[config.mk]
export PLATFORM = sky130hd
export DESIGN_NAME = key_event_repeat_and_aging
export DESIGN_NICKNAME = d
export VERILOG_FILES = /design/src/rtl/kera_pkg.sv /design/src/rtl/kera_regs.sv /design/src/rtl/kera_engine.sv /design/src/rtl/key_event_repeat_and_aging.sv
export SDC_FILE = /design/constraint.sdc
export NUM_CORES = 1
export LEC_CHECK = 0
export ABC_CLOCK_PERIOD_IN_PS = 6200
export BUFFER_PORTS_ARGS = -buffer_cell sky130_fd_sc_hd__clkbuf_2
export CAP_MARGIN = 40
export CORE_MARGIN = 4
export CORE_UTILIZATION = 47
export CTS_BUF_LIST = sky130_fd_sc_hd__clkbuf_4
export CTS_CLUSTER_SIZE = 20
export DETAILED_ROUTE_END_ITERATION = 12
export PLACE_DENSITY_LB_ADDON = 0.2
export SYNTH_ARGS = -nofsm -noshare
export SYNTH_HDL_FRONTEND = slang
export SYNTH_SLANG_ARGS = --single-unit
[constraint.sdc]
create_clock -name clk -period 6.2 [get_ports clk]
set_input_delay 0.62 -clock clk [delete_from_list [all_inputs] [get_ports clk]]
set_output_delay 0.62 -clock clk [all_outputs]
set_load 0.01 [all_outputs]
[src/rtl/kera_pkg.sv]
`timescale 1ns / 1ps
// ----------------------------------------------------------------------------
// kera_pkg
// Shared types, codes and reset values for the key event repeat and aging
// block.
// ----------------------------------------------------------------------------
package kera_pkg;

    // opcode
    localparam logic OP_EVENT = 1'b0;
    localparam logic OP_POLL  = 1'b1;

    // input event class
    localparam logic [1:0] CLS_OTHER    = 2'd0;
    localparam logic [1:0] CLS_KEY_DOWN = 2'd1;
    localparam logic [1:0] CLS_KEY_UP   = 2'd2;

    // result status
    localparam logic [1:0] ST_NONE      = 2'd0;
    localparam logic [1:0] ST_DELIVERED = 2'd1;
    localparam logic [1:0] ST_EXPIRED   = 2'd2;

    // result class
    localparam logic [1:0] OUT_PASS   = 2'd0;
    localparam logic [1:0] OUT_REPEAT = 2'd1;
    localparam logic [1:0] OUT_NULL   = 2'd2;

    // configuration register indexes
    localparam logic [1:0] REG_DELAY    = 2'd0;
    localparam logic [1:0] REG_INTERVAL = 2'd1;
    localparam logic [1:0] REG_LIFETIME = 2'd2;

    localparam logic [15:0] DELAY_RST    = 16'd500;
    localparam logic [15:0] INTERVAL_RST = 16'd50;
    localparam logic [15:0] LIFETIME_RST = 16'd3000;

    typedef struct packed {
        logic        opcode;
        logic [1:0]  event_class;
        logic [15:0] event_code;
        logic [15:0] event_arg;
        logic [31:0] event_stamp;
        logic [31:0] now_ms;
    } in_item_t;

    typedef struct packed {
        logic [1:0]  status;
        logic [1:0]  out_class;
        logic [15:0] out_code;
        logic [15:0] out_arg;
        logic [31:0] out_stamp;
        logic        push_repeat;
        logic [15:0] push_arg;
        logic [31:0] push_stamp;
    } out_item_t;

    typedef struct packed {
        logic [15:0] repeat_delay;
        logic [15:0] repeat_interval;
        logic [15:0] event_lifetime;
    } cfg_t;

endpackage

[src/rtl/kera_regs.sv]
`timescale 1ns / 1ps
// ----------------------------------------------------------------------------
// kera_regs
// Configuration registers: repeat delay, repeat interval, event lifetime.
// ----------------------------------------------------------------------------
module kera_regs
(
    input  logic                clk,
    input  logic                rst_n,
    input  logic                wr_en,
    input  logic [1:0]          wr_index,
    input  logic [15:0]         wr_data,
    output kera_pkg::cfg_t      cfg
);

    kera_pkg::cfg_t cfg_reg;

    always_ff @(posedge clk or negedge rst_n)
    begin
        if (!rst_n)
        begin
            cfg_reg.repeat_delay    <= kera_pkg::DELAY_RST;
            cfg_reg.repeat_interval <= kera_pkg::INTERVAL_RST;
            cfg_reg.event_lifetime  <= kera_pkg::LIFETIME_RST;
        end
        else if (wr_en)
        begin
            case (wr_index)
                kera_pkg::REG_DELAY:    cfg_reg.repeat_delay    <= wr_data;
                kera_pkg::REG_INTERVAL: cfg_reg.repeat_interval <= wr_data;
                kera_pkg::REG_LIFETIME: cfg_reg.event_lifetime  <= wr_data;
                default:                ;
            endcase
        end
    end

    assign cfg = cfg_reg;

endmodule

[src/rtl/kera_engine.sv]
`timescale 1ns / 1ps
// ----------------------------------------------------------------------------
// kera_engine
// Held-key state and the per-item decision: aging check, key tracking and
// the typematic repeat timer. State advances when an item is retired.
// ----------------------------------------------------------------------------
module kera_engine
(
    input  logic                clk,
    input  logic                rst_n,
    input  logic                fire,
    input  kera_pkg::in_item_t  item,
    input  kera_pkg::cfg_t      cfg,
    output kera_pkg::out_item_t result
);

    logic [15:0] held_key_reg,    held_key_next;
    logic        repeating_reg,   repeating_next;
    logic [31:0] press_stamp_reg, press_stamp_next;
    logic [31:0] last_rep_reg,    last_rep_next;

    logic [32:0] now_w;
    logic        live;
    logic        rep_due;
    logic        rep_start;
    logic        is_event;
    logic        do_tick;

    // all sums kept 33 bits wide so they never wrap
    assign now_w    = {1'b0, item.now_ms};
    assign live     = ({1'b0, item.event_stamp} + {17'd0, cfg.event_lifetime}) > now_w;
    assign rep_due  = repeating_reg
                      && (now_w >= ({1'b0, last_rep_reg} + {17'd0, cfg.repeat_interval}));
    assign rep_start = !repeating_reg && (held_key_reg != 16'd0)
                      && (now_w >= ({1'b0, press_stamp_reg} + {17'd0, cfg.repeat_delay}));
    assign is_event = (item.opcode == kera_pkg::OP_EVENT);
    assign do_tick  = !is_event
                      || (live && item.event_class != kera_pkg::CLS_KEY_DOWN
                               && item.event_class != kera_pkg::CLS_KEY_UP);

    always_comb
    begin
        held_key_next    = held_key_reg;
        repeating_next   = repeating_reg;
        press_stamp_next = press_stamp_reg;
        last_rep_next    = last_rep_reg;
        result           = '0;

        if (is_event)
        begin
            result.out_class = kera_pkg::OUT_PASS;
            result.out_code  = item.event_code;
            result.out_arg   = item.event_arg;
            result.out_stamp = item.event_stamp;
            if (live)
            begin
                result.status = kera_pkg::ST_DELIVERED;
                if (item.event_class == kera_pkg::CLS_KEY_DOWN)
                begin
                    held_key_next    = item.event_arg;
                    press_stamp_next = item.now_ms;
                    repeating_next   = 1'b0;
                end
                else if (item.event_class == kera_pkg::CLS_KEY_UP)
                begin
                    held_key_next  = 16'd0;
                    repeating_next = 1'b0;
                end
                else if (rep_due)
                begin
                    result.push_repeat = 1'b1;
                    result.push_arg    = held_key_reg;
                    result.push_stamp  = item.now_ms;
                end
            end
            else
            begin
                result.status = kera_pkg::ST_EXPIRED;
            end
        end
        else
        begin
            result.out_stamp = item.now_ms;
            if (rep_due)
            begin
                result.status    = kera_pkg::ST_DELIVERED;
                result.out_class = kera_pkg::OUT_REPEAT;
                result.out_arg   = held_key_reg;
            end
            else
            begin
                result.status    = kera_pkg::ST_NONE;
                result.out_class = kera_pkg::OUT_NULL;
            end
        end

        if (do_tick)
        begin
            if (rep_due)
            begin
                last_rep_next = item.now_ms;
            end
            else if (rep_start)
            begin
                last_rep_next  = item.now_ms;
                repeating_next = 1'b1;
            end
        end
    end

    always_ff @(posedge clk or negedge rst_n)
    begin
        if (!rst_n)
        begin
            held_key_reg    <= '0;
            repeating_reg   <= 1'b0;
            press_stamp_reg <= '0;
            last_rep_reg    <= '0;
        end
        else if (fire)
        begin
            held_key_reg    <= held_key_next;
            repeating_reg   <= repeating_next;
            press_stamp_reg <= press_stamp_next;
            last_rep_reg    <= last_rep_next;
        end
    end

endmodule

[src/rtl/key_event_repeat_and_aging.sv]
`timescale 1ns / 1ps
// ----------------------------------------------------------------------------
// key_event_repeat_and_aging
// Typematic key repeat with event aging: input register, one pass of
// decision logic, result register.
// ----------------------------------------------------------------------------
// The input item is registered, decided and registered again as the result
// (input reg, result reg). Throughput: 1 item per cycle while out_ready is
// high; the held-key state updates once per item.
// The decision path is one 33-bit add and compare plus selection.
// Reset: rst_n clears the valid flags of both stages and the key state, and
// restores the configuration defaults (delay 500, interval 50, lifetime 3000).
// ----------------------------------------------------------------------------
module key_event_repeat_and_aging
(
    input  logic                clk,
    input  logic                rst_n,
    input  logic                in_valid,
    output logic                in_ready,
    input  kera_pkg::in_item_t  in_data,
    output logic                out_valid,
    input  logic                out_ready,
    output kera_pkg::out_item_t out_data,
    input  logic                cfg_valid,
    output logic                cfg_ready,
    input  logic [1:0]          cfg_index,
    input  logic [15:0]         cfg_data
);

    kera_pkg::in_item_t  in_item_reg;
    logic                in_vld_reg;
    kera_pkg::out_item_t out_item_reg;
    logic                out_vld_reg;
    kera_pkg::out_item_t result;
    kera_pkg::cfg_t      cfg;
    logic                advance;

    assign advance   = in_vld_reg && (!out_vld_reg || out_ready);
    assign in_ready  = !in_vld_reg || advance;
    assign cfg_ready = 1'b1;

    kera_regs u_regs
    (
        .clk      (clk),
        .rst_n    (rst_n),
        .wr_en    (cfg_valid),
        .wr_index (cfg_index),
        .wr_data  (cfg_data),
        .cfg      (cfg)
    );

    kera_engine u_engine
    (
        .clk    (clk),
        .rst_n  (rst_n),
        .fire   (advance),
        .item   (in_item_reg),
        .cfg    (cfg),
        .result (result)
    );

    always_ff @(posedge clk or negedge rst_n)
    begin
        if (!rst_n)
        begin
            in_vld_reg  <= 1'b0;
            out_vld_reg <= 1'b0;
        end
        else
        begin
            if (in_ready)
            begin
                in_vld_reg <= in_valid;
            end
            if (advance)
            begin
                out_vld_reg <= 1'b1;
            end
            else if (out_ready)
            begin
                out_vld_reg <= 1'b0;
            end
        end
    end

    always_ff @(posedge clk)
    begin
        if (in_valid && in_ready)
        begin
            in_item_reg <= in_data;
        end
        if (advance)
        begin
            out_item_reg <= result;
        end
    end

    assign out_valid = out_vld_reg;
    assign out_data  = out_item_reg;

endmodule

* Word-level counts from Yosys, hierarchy flattened
Index checks and enable logic that the tools add are counted.
Word-level totals: register bits after elaboration 347, input port bits 122, output and inout bits 120, logic and storage cells 83
Operators by class: add/sub/neg operators 3, order comparisons 3, equal/unequal tests 6, multiplexer cells 19, bitwise gates (word level) 3, reduce and logical (&&, ||, !) cells 26
Operators by type and width (number):
- $add A32 B16 Y33 | 3
- $ge A32 B33 Y1 | 2
- $mux W32 | 2
- $mux W49 | 1
- $mux W16 | 3
- $mux W48 | 1
- $gt A33 B32 Y1 | 1
- $reduce_bool A16 Y1 | 1
- $mux W1 | 9
- $reduce_and A4 Y1 | 2
- $logic_and A1 B1 Y1 | 7
- $reduce_and A2 Y1 | 3
- $reduce_bool A2 Y1 | 3
- $reduce_or A5 Y1 | 1
- $eq A2 B1 Y1 const B | 2
- $eq A2 B2 Y1 const B | 2
- $mux W4 | 1
- $reduce_or A4 Y1 | 1
- $logic_not A1 Y1 | 3
- $logic_or A1 B1 Y1 | 3
- $mux W3 | 1
- $not A1 Y1 | 3
- $reduce_and A3 Y1 | 1
- $logic_not A2 Y1 | 1
- 3 further kinds | 3

* Logic depth before layout (Yosys ltp)
Gate-level depths: netlist (run 1).
depth in word-level cells 8, depth in mapped cells 22, gate-level depth less buffers 20

* Cells and area by module
From an unflattened synthesis (run 1), not the netlist that was laid out.
Second synthesis, totals: cells, all modules 1420, area total of the unflattened synthesis 17972.2 um2
Modules (own cells, without submodules):
- kera_engine | times used 1, cells an instance 1092, area an instance 9535.4 um2, sequential area each 2026.9 um2
- key_event_repeat_and_aging | times used 1, cells an instance 226, area an instance 6601.3 um2, sequential area each 6536.3 um2
- kera_regs | times used 1, cells an instance 102, area an instance 1835.5 um2, sequential area each 1221.2 um2

* Least setup slack after synthesis (run 1)
Ideal clock, no wire load.
kind input to register, from input out_ready, to register u_engine.last_rep_reg[10], arrival time 4.917 ns, required time 6.075 ns, path slack 1.158 ns, stages on the path 7, path buffers 1, cells stage by stage nand2b_1 and2_1 o21ai_0 a31oi_2 o21ai_4 buf_6 mux2_4
Between the ends: cells in the longest elaborated chain, start to end 3
RTL lines:
- start, declared | RTL line key_event_repeat_and_aging.sv:22 | input logic out_ready,
- $logic_or A1 B1 Y1 | RTL line key_event_repeat_and_aging.sv:38 | assign advance = in_vld_reg && (!out_vld_reg || out_ready);
- $logic_and A1 B1 Y1 | RTL line key_event_repeat_and_aging.sv:38
- named net advance | RTL line key_event_repeat_and_aging.sv:36 | logic advance;
- $reduce_and A3 Y1 (no source line)
- end signal, assigned | RTL line kera_engine.sv:125 | last_rep_reg <= last_rep_next;
- end, declared | RTL line kera_engine.sv:20 | logic [31:0] last_rep_reg, last_rep_next;
The timed path passes the listed nets, and every way through them passes these cells. A chain may end at the register's enable or synchronous reset.

* Worst setup path after layout (run 1)
from register in_item_reg[34] (netlist name), to register out_item_reg, in the netlist out_data[3] (data pin)
Between the ends: cells in the longest elaborated chain, start to end 4
RTL lines:
- start, declared | RTL line key_event_repeat_and_aging.sv:30 | kera_pkg::in_item_t in_item_reg;
- start signal, assigned | RTL line key_event_repeat_and_aging.sv:90 | in_item_reg <= in_data;
- $add A32 B16 Y33 | RTL line kera_engine.sv:31 | assign live = ({1'b0, item.event_stamp} + {17'd0, cfg.event_lifetime}) > now_w;
- $gt A33 B32 Y1 | RTL line kera_engine.sv:31
- $not A1 Y1 (no source line)
- $reduce_or A5 Y1 (no source line)
- end signal, assigned | RTL line key_event_repeat_and_aging.sv:94 | out_item_reg <= result;
- end, declared | RTL line key_event_repeat_and_aging.sv:32 | kera_pkg::out_item_t out_item_reg;
Every way passes these cells.

==> metrics, run 1 <==
Finished Layout Cells=2437; Num CTS Buffers=95; # IOs=242; post-synthesis mux area share=about 10%; Die X=~200 um; router iterations before antenna repair=5; worst-case clock buffer depth=3; FFs w/ async S/R, synth=37.75%; library cells used by synthesis=76; die area=41750 um^2; clock tree from TritonCTS=built; core box area=~38000 um^2; data required time of the critical path=6740 ps; Synth Net Count=between 1500 and 2000; initial antenna violation count=2; WS Path Type=flip-flop to flip-flop; CTS sink cnt=347; minimum clock period=between 5000 and 6000 ps; ranking of synthesized cells by area=edfxtp_1 36%, dfrtp_1 16%, ha_1 10%, mux2_2 5.1%, xnor2_1 2.6%; placed cells=2152; vias in the first global route=13280; wire per inst=18.79 um; Post-Synthesis Cells=~1400; Tightest Hold Check Type=input port to flip-flop; Cell Rows=slightly above 70; wire length on met3=2229 um; leak pwr=0.009723 uW; fin crit share=roughly 93%; Vias per Instance=slightly above 5; worst-path fanout max=25; number of DRC markers in iteration 0=570; Final Wtd Congestion=between 0.8 and 0.9; top layer in use=met4; first-pass GRT wire length=72260 um; RSZ-0062 raised after global routing=no; post-route clock skew=43.19 ps; Ys Warns=0; Power Total=8332 uW; Remaining Overflow, GRT=0; initial core utilization=47.88%; Layout Nets=2111; Seq/Total Area, Yosys=54.00%; largest family of logic cells by synthesized area=adder cells; Setup crit end kind=flip-flop; Mapped Avg Cell Area=12.79 um^2; Post-synth EDFFs=216; post-synth top area share=35.80%; area grow syn2layout=23.42%; Synth area leader=edfxtp_1; number of hold violations in the final report=0; clk slew on worst S/H paths=70 ps; max-slew violation count=0; simple-gate share of the synthesized area=~9.8%; H-tree Lvls=3; CP arrival=6310 ps; outcome=completed; Worst VDD drop=0.2216 mV; share of layout cells above drive strength 1=a little under a third; Synth Cell Area=roughly 18000 um^2; post-synthesis compound-gate area fraction=8.459%; DRC=0; xor/xnor share of the synthesized area=4.206%; Power Density=372.6 nW/um^2; Buffers on Ports=240; largest net degree at the start of global routing=64; Seq cells post-synth=347; max reg flops=about 120; Post-Route WL=45780 um; Synth Flop Type=edfxtp_1; FMAX=173.3 MHz; Clk Latency, worst-skew pair=800 ps; gr usage total=22.09%; met2 WL=21600 um; setup total negative slack=0 ps; routed via count=12620; Startpoint Class=flip-flop; DP HPWL=32210 um; wl on met1=a little over 20000 um; relative slew slack=between 40% and 50%; Worst Tran Pin Value=798.8 ps; Post-Synth Adder-Cell Area=a little over a tenth; max-cap violations=0; post-layout util=59.09%; antenna-violating nets left=0; Die Y=204.3 um; Root Buffer=clkbuf_4; Setup-failing EPs final=0
## placed cells by master (no fill, tap or decap), drive strengths merged, types with 55 or more instances in the layout
master	synthesis	layout
dfrtp	115	115
inv	84	87
clkbuf	22	390
dlygate4sd3	0	101
ha	146	146
nand2	95	95
a21oi	68	68
mux2	136	136
edfxtp	216	216
and2	55	55
## repair_timing
action	CTS	global route
resized for setup	0	1
setup endpoints to repair	0	44
buffers inserted	0	0
hold endpoints to repair	148	0
hold buffers	101	0
## synth_stat cells, types with 18 or more instances
library cell and count:
nand3_1 34, mux2_4 29, xor2_1 34, xnor2_1 53
clkbuf_1 20, nor2_1 32, nor2b_1 23, nand2_1 95
inv_1 84, o21ai_0 45, dfrtp_1 115, and2_1 35
ha_1 146, mux2_2 82, o2bb2ai_1 18, and2_2 20
edfxtp_1 216, a21oi_1 65, mux2_1 25, mux2i_1 22
## cell families after synthesis
family / after synthesis
compound gates: 226
buf+inv: 118
other cells: 1
flops: 347
simple gates: 331
fa+ha+maj: 149
xor+xnor: 87
mux: 158
## worst max-delay path, cell delays in order, from the launching register on
cell	delay, ps
edfxtp_1	460
ha_1	400
o21ai_0	100
o21bai_1	260
o2111a_1	270
o21ai_0	180
a31oi_1	350
nor2b_2	450
nand2_1	120
xnor2_1	140
ha_1	290
nand3_1	190
nor4_2	480
nand3_1	170
o21a_1	130
a41oi_1	470
a21oi_2	160
and3_2	430
buf_16	250
and2_2	200
## worst paths after layout
| check | cells past startpoint | slack, ps | from | endpoint |
|---|---|---|---|---|
| worst max-delay path | 19 | 430 | in_item_reg[34] | out_data[3] |
| worst min-delay path | 2 | 100 | cfg_data[5] | u_regs.cfg[37] |
| worst max register to register | 19 | 430 | in_item_reg[34] | out_data[3] |
| worst min register to register | 1 | 490 | u_engine.press_stamp_reg[12] | u_engine.press_stamp_reg[12] |
| max in group asynchronous | 5 | 4940 | rst_n | u_regs.cfg[11] |
| min in group asynchronous | 3 | 360 | rst_n | u_regs.cfg[23] |
## stage by stage
step                      area, um^2  setup slack [ps]  hold WS [ps]
after floorplan                18120              1158         324.4
after global placement         19880             250.7         473.2
after detailed placement       20030             257.8         481.1
after CTS                      22320             218.7         18.60
after global routing           22360             42.21         19.56
final                          22360             430.1         95.06
## power breakdown
| part | internal (uW) | switching [uW] | total (uW) | leakage, uW |
|---|---|---|---|---|
| registers | 2910 | 326 | 3240 | 0.00366 |
| clock network | 1150 | 996 | 2140 | 0.000768 |
| logic | 1390 | 1560 | 2950 | 0.00529 |
## cell type report
type / count / area, um^2
Antenna cell: 4 / 10.01
Clock buffer: 151 / 1134
Clock inverter: 28 / 145.1
Fill cell: 3128 / 15480
Inverter: 84 / 315.3
Multi-Input combinational cell: 952 / 7836
Sequential cell: 347 / 9784
Tap cell: 511 / 639.4
Timing Repair Buffer: 360 / 2497
## per-layer routing
metal | GRT usage [%] | up-vias
li1 | - | 6102
met1 | 29.85 | 6128
met2 | 35.59 | 310
met3 | 4.681 | 77
met4 | 7.705 | 0
met5 | 0 | -
No activity file was read; power rests on OpenSTA's default activity.
==> run 2: changes to the inputs <==
--- a/config.mk
+++ b/config.mk
@@ -14,6 +14,7 @@
 export CTS_CLUSTER_SIZE = 20
 export DETAILED_ROUTE_END_ITERATION = 12
 export PLACE_DENSITY_LB_ADDON = 0.2
+export RECOVER_POWER = 25
 export SYNTH_ARGS = -nofsm -noshare
 export SYNTH_HDL_FRONTEND = slang
 export SYNTH_SLANG_ARGS = --single-unit
==> metrics, run 2 (synthesis gave the netlist of run 1 again) <==
fin crit share=93.43% (was 93.06%); max reg flops=117 (unchanged); Startpoint Class=flip-flop (unchanged); Critical Path End=out_data[3] (unchanged); clk slew on worst S/H paths=70 ps (about the same); antenna-violating nets left=0 (unchanged); worst-case clock buffer depth=3 (unchanged); vias in the first global route=13280 (unchanged); Setup crit end kind=flip-flop (unchanged); Crit. Startpoint=in_item_reg[34] (unchanged); Finished Layout Cells=2437 (unchanged); Power Density=373.8 nW/um^2 (was 372.6 nW/um^2); Root Buffer=clkbuf_4 (unchanged); DRC=0 (unchanged); Remaining Overflow, GRT=0 (unchanged); Num CTS Buffers=95 (unchanged); post-route clock skew=39.69 ps (was 43.19 ps); RSZ-0062 raised after global routing=no (unchanged); most frequent cells in the layout=222 x clkbuf_2, 216 x edfxtp_1, 152 x clkbuf_4 (was 239 x clkbuf_2, 216 x edfxtp_1, 151 x clkbuf_4); number of hold violations in the final report=0 (unchanged); largest net degree at the start of global routing=64 (unchanged); gr usage total=22.09% (unchanged); DP HPWL=32210 um (unchanged); Cell Rows=71 (unchanged); fill count=3153 (was 3128); wire per inst=18.78 um (was 18.79 um); data required time of the critical path=6730 ps (was 6740 ps); worst r2r src=in_item_reg[34] (unchanged); Vias per Instance=5.184 (was 5.177); relative slew slack=-139.8% (was 46.69%); setup total negative slack=0 ps (unchanged); leak pwr=0.009633 uW (was 0.009723 uW); Setup-failing EPs final=0 (unchanged); worst r2r path cells=19 (unchanged); FF-to-FF End=out_data[3] (unchanged); minimum clock period=5792 ps (was 5770 ps); die area=41750 um^2 (unchanged); first-pass GRT wire length=72260 um (unchanged); commonest non-fill, non-tap cell in the layout=clkbuf_2 (unchanged); max-cap violations=1 (was 0); # IOs=242 (unchanged); area grow syn2layout=22.90% (was 23.42%); Final Wtd Congestion=0.8553 (unchanged); CP arrival=6330 ps (was 6310 ps); clock tree from TritonCTS=built (unchanged); core box area=37840 um^2 (unchanged); initial antenna violation count=2 (unchanged); Buffers on Ports=240 (unchanged); number of DRC markers in iteration 0=574 (was 570); violations in the final reports=capacitance limit, slew limit; Tightest Hold Check Type=input port to flip-flop (unchanged); share of layout cells above drive strength 1=29.86% (was 31.06%); CTS sink cnt=347 (unchanged); post-layout util=58.84% (was 59.09%); Clk Latency, worst-skew pair=800 ps (about the same); routed via count=12630 (was 12620); max-slew violation count=61 (was 0); outcome=complete, but fails checks (was completed); Layout Nets=2111 (unchanged); Die X=204.3 um (unchanged); Worst Tran Pin Value=3598 ps (was 798.8 ps); router iterations before antenna repair=5 (unchanged); Power Total=8323 uW (was 8332 uW); WS Path Type=flip-flop to flip-flop (unchanged); FMAX=172.6 MHz (was 173.3 MHz); worst-path fanout max=25 (unchanged); placed cells=2152 (unchanged); Worst VDD drop=0.2218 mV (was 0.2216 mV); hold_ws=97.94 ps (was 95.06 ps); Die Y=204.3 um (unchanged); reg-to-reg slack, setup=410 ps (was 430 ps); initial core utilization=47.88% (unchanged); Post-Route WL=45760 um (was 45780 um); H-tree Lvls=3 (unchanged)
==> run 2: area by class of cell <==
class                      instances  area, um^2  area share, %
sequential                       347        9784          43.94
multi-input combinational        952        7825          35.14
timing repair buffer             360        2415          10.84
clock buffer                     151        1134          5.091
tap                              511       639.4          2.871
inverter                          84       315.3          1.416
clock inverter                    28       145.1         0.6518
antenna                            4       10.01        0.04495
==> run 2: power breakdown <==
group / total [uW] / internal [uW] / switching [uW]
Combinational: 2940 / 1390 / 1560
Sequential: 3240 / 2910 / 326
Clock: 2140 / 1150 / 994
==> run 2: what timing repair did <==
item                                   CTS  global route
hold buffers                           101             0
gates resized for setup                  0             1
endpoints found under the hold margin  148             0
buffers inserted                         0             0
setup endpoints to repair                0            44
==> run 2: metal layers <==
metal	wire [um]	GRT usage, %	vias to the layer above	share of wire, %
met1	20580	29.85	6132	45
li1	-	-	6099	-
met5	0	0	-	0
met2	21600	35.59	326	47
met3	2389	4.681	77	5.2
met4	1188	7.705	0	2.6
==> run 2: worst min-delay path by stage <==
| stage | end | slack [ps] | from | depth (start not counted) |
|---|---|---|---|---|
| final | u_regs.cfg[37] | 100 | cfg_data[5] | 2 |
| after global routing | u_regs.cfg[14] | 20 | cfg_data[14] | 2 |
| after CTS | u_regs.cfg[37] | 20 | cfg_data[5] | 2 |
| after detailed placement | u_engine.press_stamp_reg[12] | 480 | u_engine.press_stamp_reg[12] | 1 |
| after global placement | u_engine.press_stamp_reg[13] | 470 | u_engine.press_stamp_reg[13] | 1 |
| after floorplan | in_vld_reg | 320 | rst_n | 0 |
==> run 2: per-stage QoR <==
stage	area (um^2)	worst slack (ps)
6_report	22270	407.6
5_1_grt	22270	42.21
4_1_cts	22320	218.7
3_5_place_dp	20030	257.8
3_3_place_gp	19880	250.7
2_1_floorplan	18120	1158
==> run 2: critical path: stages, from the launching register on <==
cell and delay, ps:
edfxtp_1 450, ha_1 400, o21ai_0 90, o21bai_1 260, o2111a_1 270, o21ai_0 190, a31oi_1 370, nor2b_2 450
nand2_1 120, xnor2_1 140, ha_1 290, nand3_1 190, nor4_2 480, nand3_1 170, o21a_1 140, a41oi_1 460
a21oi_2 150, and3_2 430, buf_16 250, and2_2 200
==> run 3: changes to the inputs <==
--- a/config.mk
+++ b/config.mk
@@ -5,7 +5,7 @@
 export SDC_FILE = /design/constraint.sdc
 export NUM_CORES = 1
 export LEC_CHECK = 0
-export ABC_CLOCK_PERIOD_IN_PS = 6200
+export ABC_CLOCK_PERIOD_IN_PS = 5500
 export BUFFER_PORTS_ARGS = -buffer_cell sky130_fd_sc_hd__clkbuf_2
 export CAP_MARGIN = 40
 export CORE_MARGIN = 4
==> constraint.sdc (replaced) <==
create_clock -name clk -period 5.5 [get_ports clk]
set_input_delay 0.55 -clock clk [delete_from_list [all_inputs] [get_ports clk]]
set_output_delay 0.55 -clock clk [all_outputs]
set_load 0.01 [all_outputs]
==> metrics, run 3 (synthesis gave the netlist of run 1 again) <==
routed via count=12860 (was 12630); Power Total=9491 uW (was 8323 uW); hold_ws=75.61 ps (was 97.94 ps); Power Density=421.2 nW/um^2 (was 373.8 nW/um^2); Worst Tran Pin Value=3013 ps (was 3598 ps); DRC=0 (unchanged); post-route cell area=22540 um^2 (was 22270 um^2); commonest non-fill, non-tap cell in the layout=clkbuf_2 (unchanged); Die Y=204.3 um (unchanged); # IOs=242 (unchanged); violations in the final reports=capacitance limit, slew limit (unchanged); post-placement cell area=20120 um^2 (was 20030 um^2); max-cap violations=3 (was 1); Clk Latency, worst-skew pair=790 ps (was 800 ps); Worst VDD drop=0.2126 mV (was 0.2218 mV); placed cells=2164 (was 2152); clock power share=26.1% (was 25.8%); hold depth=2 (unchanged); data required time of the critical path=6140 ps (was 6730 ps); largest net degree at the start of global routing=63 (was 64); clock tree from TritonCTS=built (unchanged); Die X=204.3 um (unchanged); CP arrival=5940 ps (was 6330 ps); FMAX=188.7 MHz (was 172.6 MHz); Setup-failing EPs final=0 (unchanged); Root Buffer=clkbuf_4 (unchanged); Layout Nets=2134 (was 2111); die area=41750 um^2 (unchanged); reg-to-reg slack, setup=200 ps (was 410 ps); post-route clock skew=42.99 ps (was 39.69 ps); initial antenna violation count=2 (unchanged); router iterations before antenna repair=5 (unchanged); outcome=complete, but fails checks (unchanged); worst-case clock buffer depth=3 (unchanged); first-pass GRT wire length=72510 um (was 72260 um); Vias per Instance=5.236 (was 5.184); relative slew slack=-100.9% (was -139.8%); Setup crit end kind=flip-flop (unchanged); worst r2r src=u_regs.cfg[17] (was in_item_reg[34]); H-tree Lvls=3 (unchanged); vias in the first global route=13400 (was 13280); Hold EP=u_regs.cfg[13] (was u_regs.cfg[37]); gr usage total=22.13% (was 22.09%); hold_sp=cfg_data[13] (was cfg_data[5]); Startpoint Class=flip-flop (unchanged); FF-to-FF End=u_engine.last_rep_reg[22] (was out_data[3]); P_int=6267 uW (was 5447 uW); area grow syn2layout=24.38% (was 22.90%); clk slew on worst S/H paths=70 ps (about the same); wire per inst=18.66 um (was 18.78 um); max-slew violation count=136 (was 61); Sw Ratio=33.97% (was 34.56%); leak pwr=0.009764 uW (was 0.009633 uW); antenna-violating nets left=0 (unchanged); WS Path Type=flip-flop to flip-flop (unchanged); Final Wtd Congestion=0.8725 (was 0.8553); post-layout util=59.55% (was 58.84%); Remaining Overflow, GRT=0 (unchanged); worst r2r path cells=19 (unchanged); fin crit share=96.36% (was 93.43%); minimum clock period=5300 ps (was 5792 ps); max reg flops=117 (unchanged); Cell Rows=71 (unchanged); number of DRC markers in iteration 0=543 (was 574); share of layout cells above drive strength 1=29.81% (was 29.86%); Sequential Power Share=38.4% (was 38.9%); Num CTS Buffers=95 (unchanged); Psw=3224 uW (was 2876 uW); core box area=37840 um^2 (unchanged); Gate power share=35.5% (was 35.4%); Post-Route WL=45840 um (was 45760 um); number of hold violations in the final report=0 (unchanged); initial core utilization=47.88% (unchanged); Buffers on Ports=240 (unchanged); DP HPWL=32360 um (was 32210 um); Finished Layout Cells=2456 (was 2437); most frequent cells in the layout=221 x clkbuf_2, 216 x edfxtp_1, 152 x clkbuf_4 (was 222 x clkbuf_2, 216 x edfxtp_1, 152 x clkbuf_4); worst-path fanout max=12 (was 25); Tightest Hold Check Type=input port to flip-flop (unchanged); CTS sink cnt=347 (unchanged)
run 3: power groups by stage:
| stage | sequential [uW] | clock [uW] | combinational (uW) |
|---|---|---|---|
| after CTS | 3640 | 2550 | 3370 |
| final | 3650 | 2480 | 3370 |
| after global routing | 3700 | 2720 | 3820 |
| after global placement | 3680 | 0 | 3180 |
| after detailed placement | 3690 | 0 | 3280 |
| after floorplan | 3620 | 0 | 2410 |
run 3: worst max-delay path by stage:
stage	startpoint	endpoint	slack, ps
2_1_floorplan	out_ready	u_engine.last_rep_reg[10]	530
3_3_place_gp	u_regs.cfg[17]	u_engine.last_rep_reg[7]	30
3_5_place_dp	u_regs.cfg[17]	u_engine.last_rep_reg[10]	10
4_1_cts	u_regs.cfg[17]	u_engine.last_rep_reg[6]	80
5_1_grt	u_regs.cfg[17]	u_engine.last_rep_reg[22]	-30
6_report	u_regs.cfg[17]	u_engine.last_rep_reg[22]	200
run 3: final cells by class:
| type | instances | area (um^2) |
|---|---|---|
| Fill cell | 3168 | 15310 |
| Timing Repair Buffer | 383 | 2631 |
| Tap cell | 511 | 639.4 |
| Antenna cell | 3 | 7.507 |
| Clock buffer | 152 | 1141 |
| Inverter | 84 | 315.3 |
| Clock inverter | 24 | 172.7 |
| Sequential cell | 347 | 9784 |
| Multi-Input combinational cell | 952 | 7844 |
run 3: metal layers:
metal  wire (um)  vias up  global-route usage (%)
met4        1041        0                   7.370
met3        2549       75                   4.729
met1       20320     6259                   29.53
met5           0        -                       0
li1            -     6145                       -
met2       21930      380                   36.24
run 3: per-stage QoR:
stage / setup WS [ps] / TNS, ps
after floorplan: 527.9 / 0
after global placement: 26.47 / 0
after detailed placement: 12.20 / 0
after CTS: 81.12 / 0
after global routing: -26.43 / -136.5
final: 200.4 / 0
run 3: critical path, stage by stage (launching register included):
cell	delay, ps
dfstp_2	560
inv_1	70
fa_1	460
nand2b_1	190
a21oi_1	210
o21ai_1	170
a211oi_2	260
a31o_2	290
nand3_1	120
xor2_1	160
ha_1	290
a211oi_1	250
nor2_1	80
a2111oi_1	400
o21ai_0	200
a211oi_2	330
a41oi_1	190
o21ai_4	360
clkbuf_16	250
mux2_4	310
run 3: timing repair:
item	CTS	global route
pin swaps	0	4
gates resized for setup	1	5
setup endpoints to repair	7	97
setup buffers	0	1
hold buffers	111	0
gates cloned	0	1
hold endpoints to repair	147	0
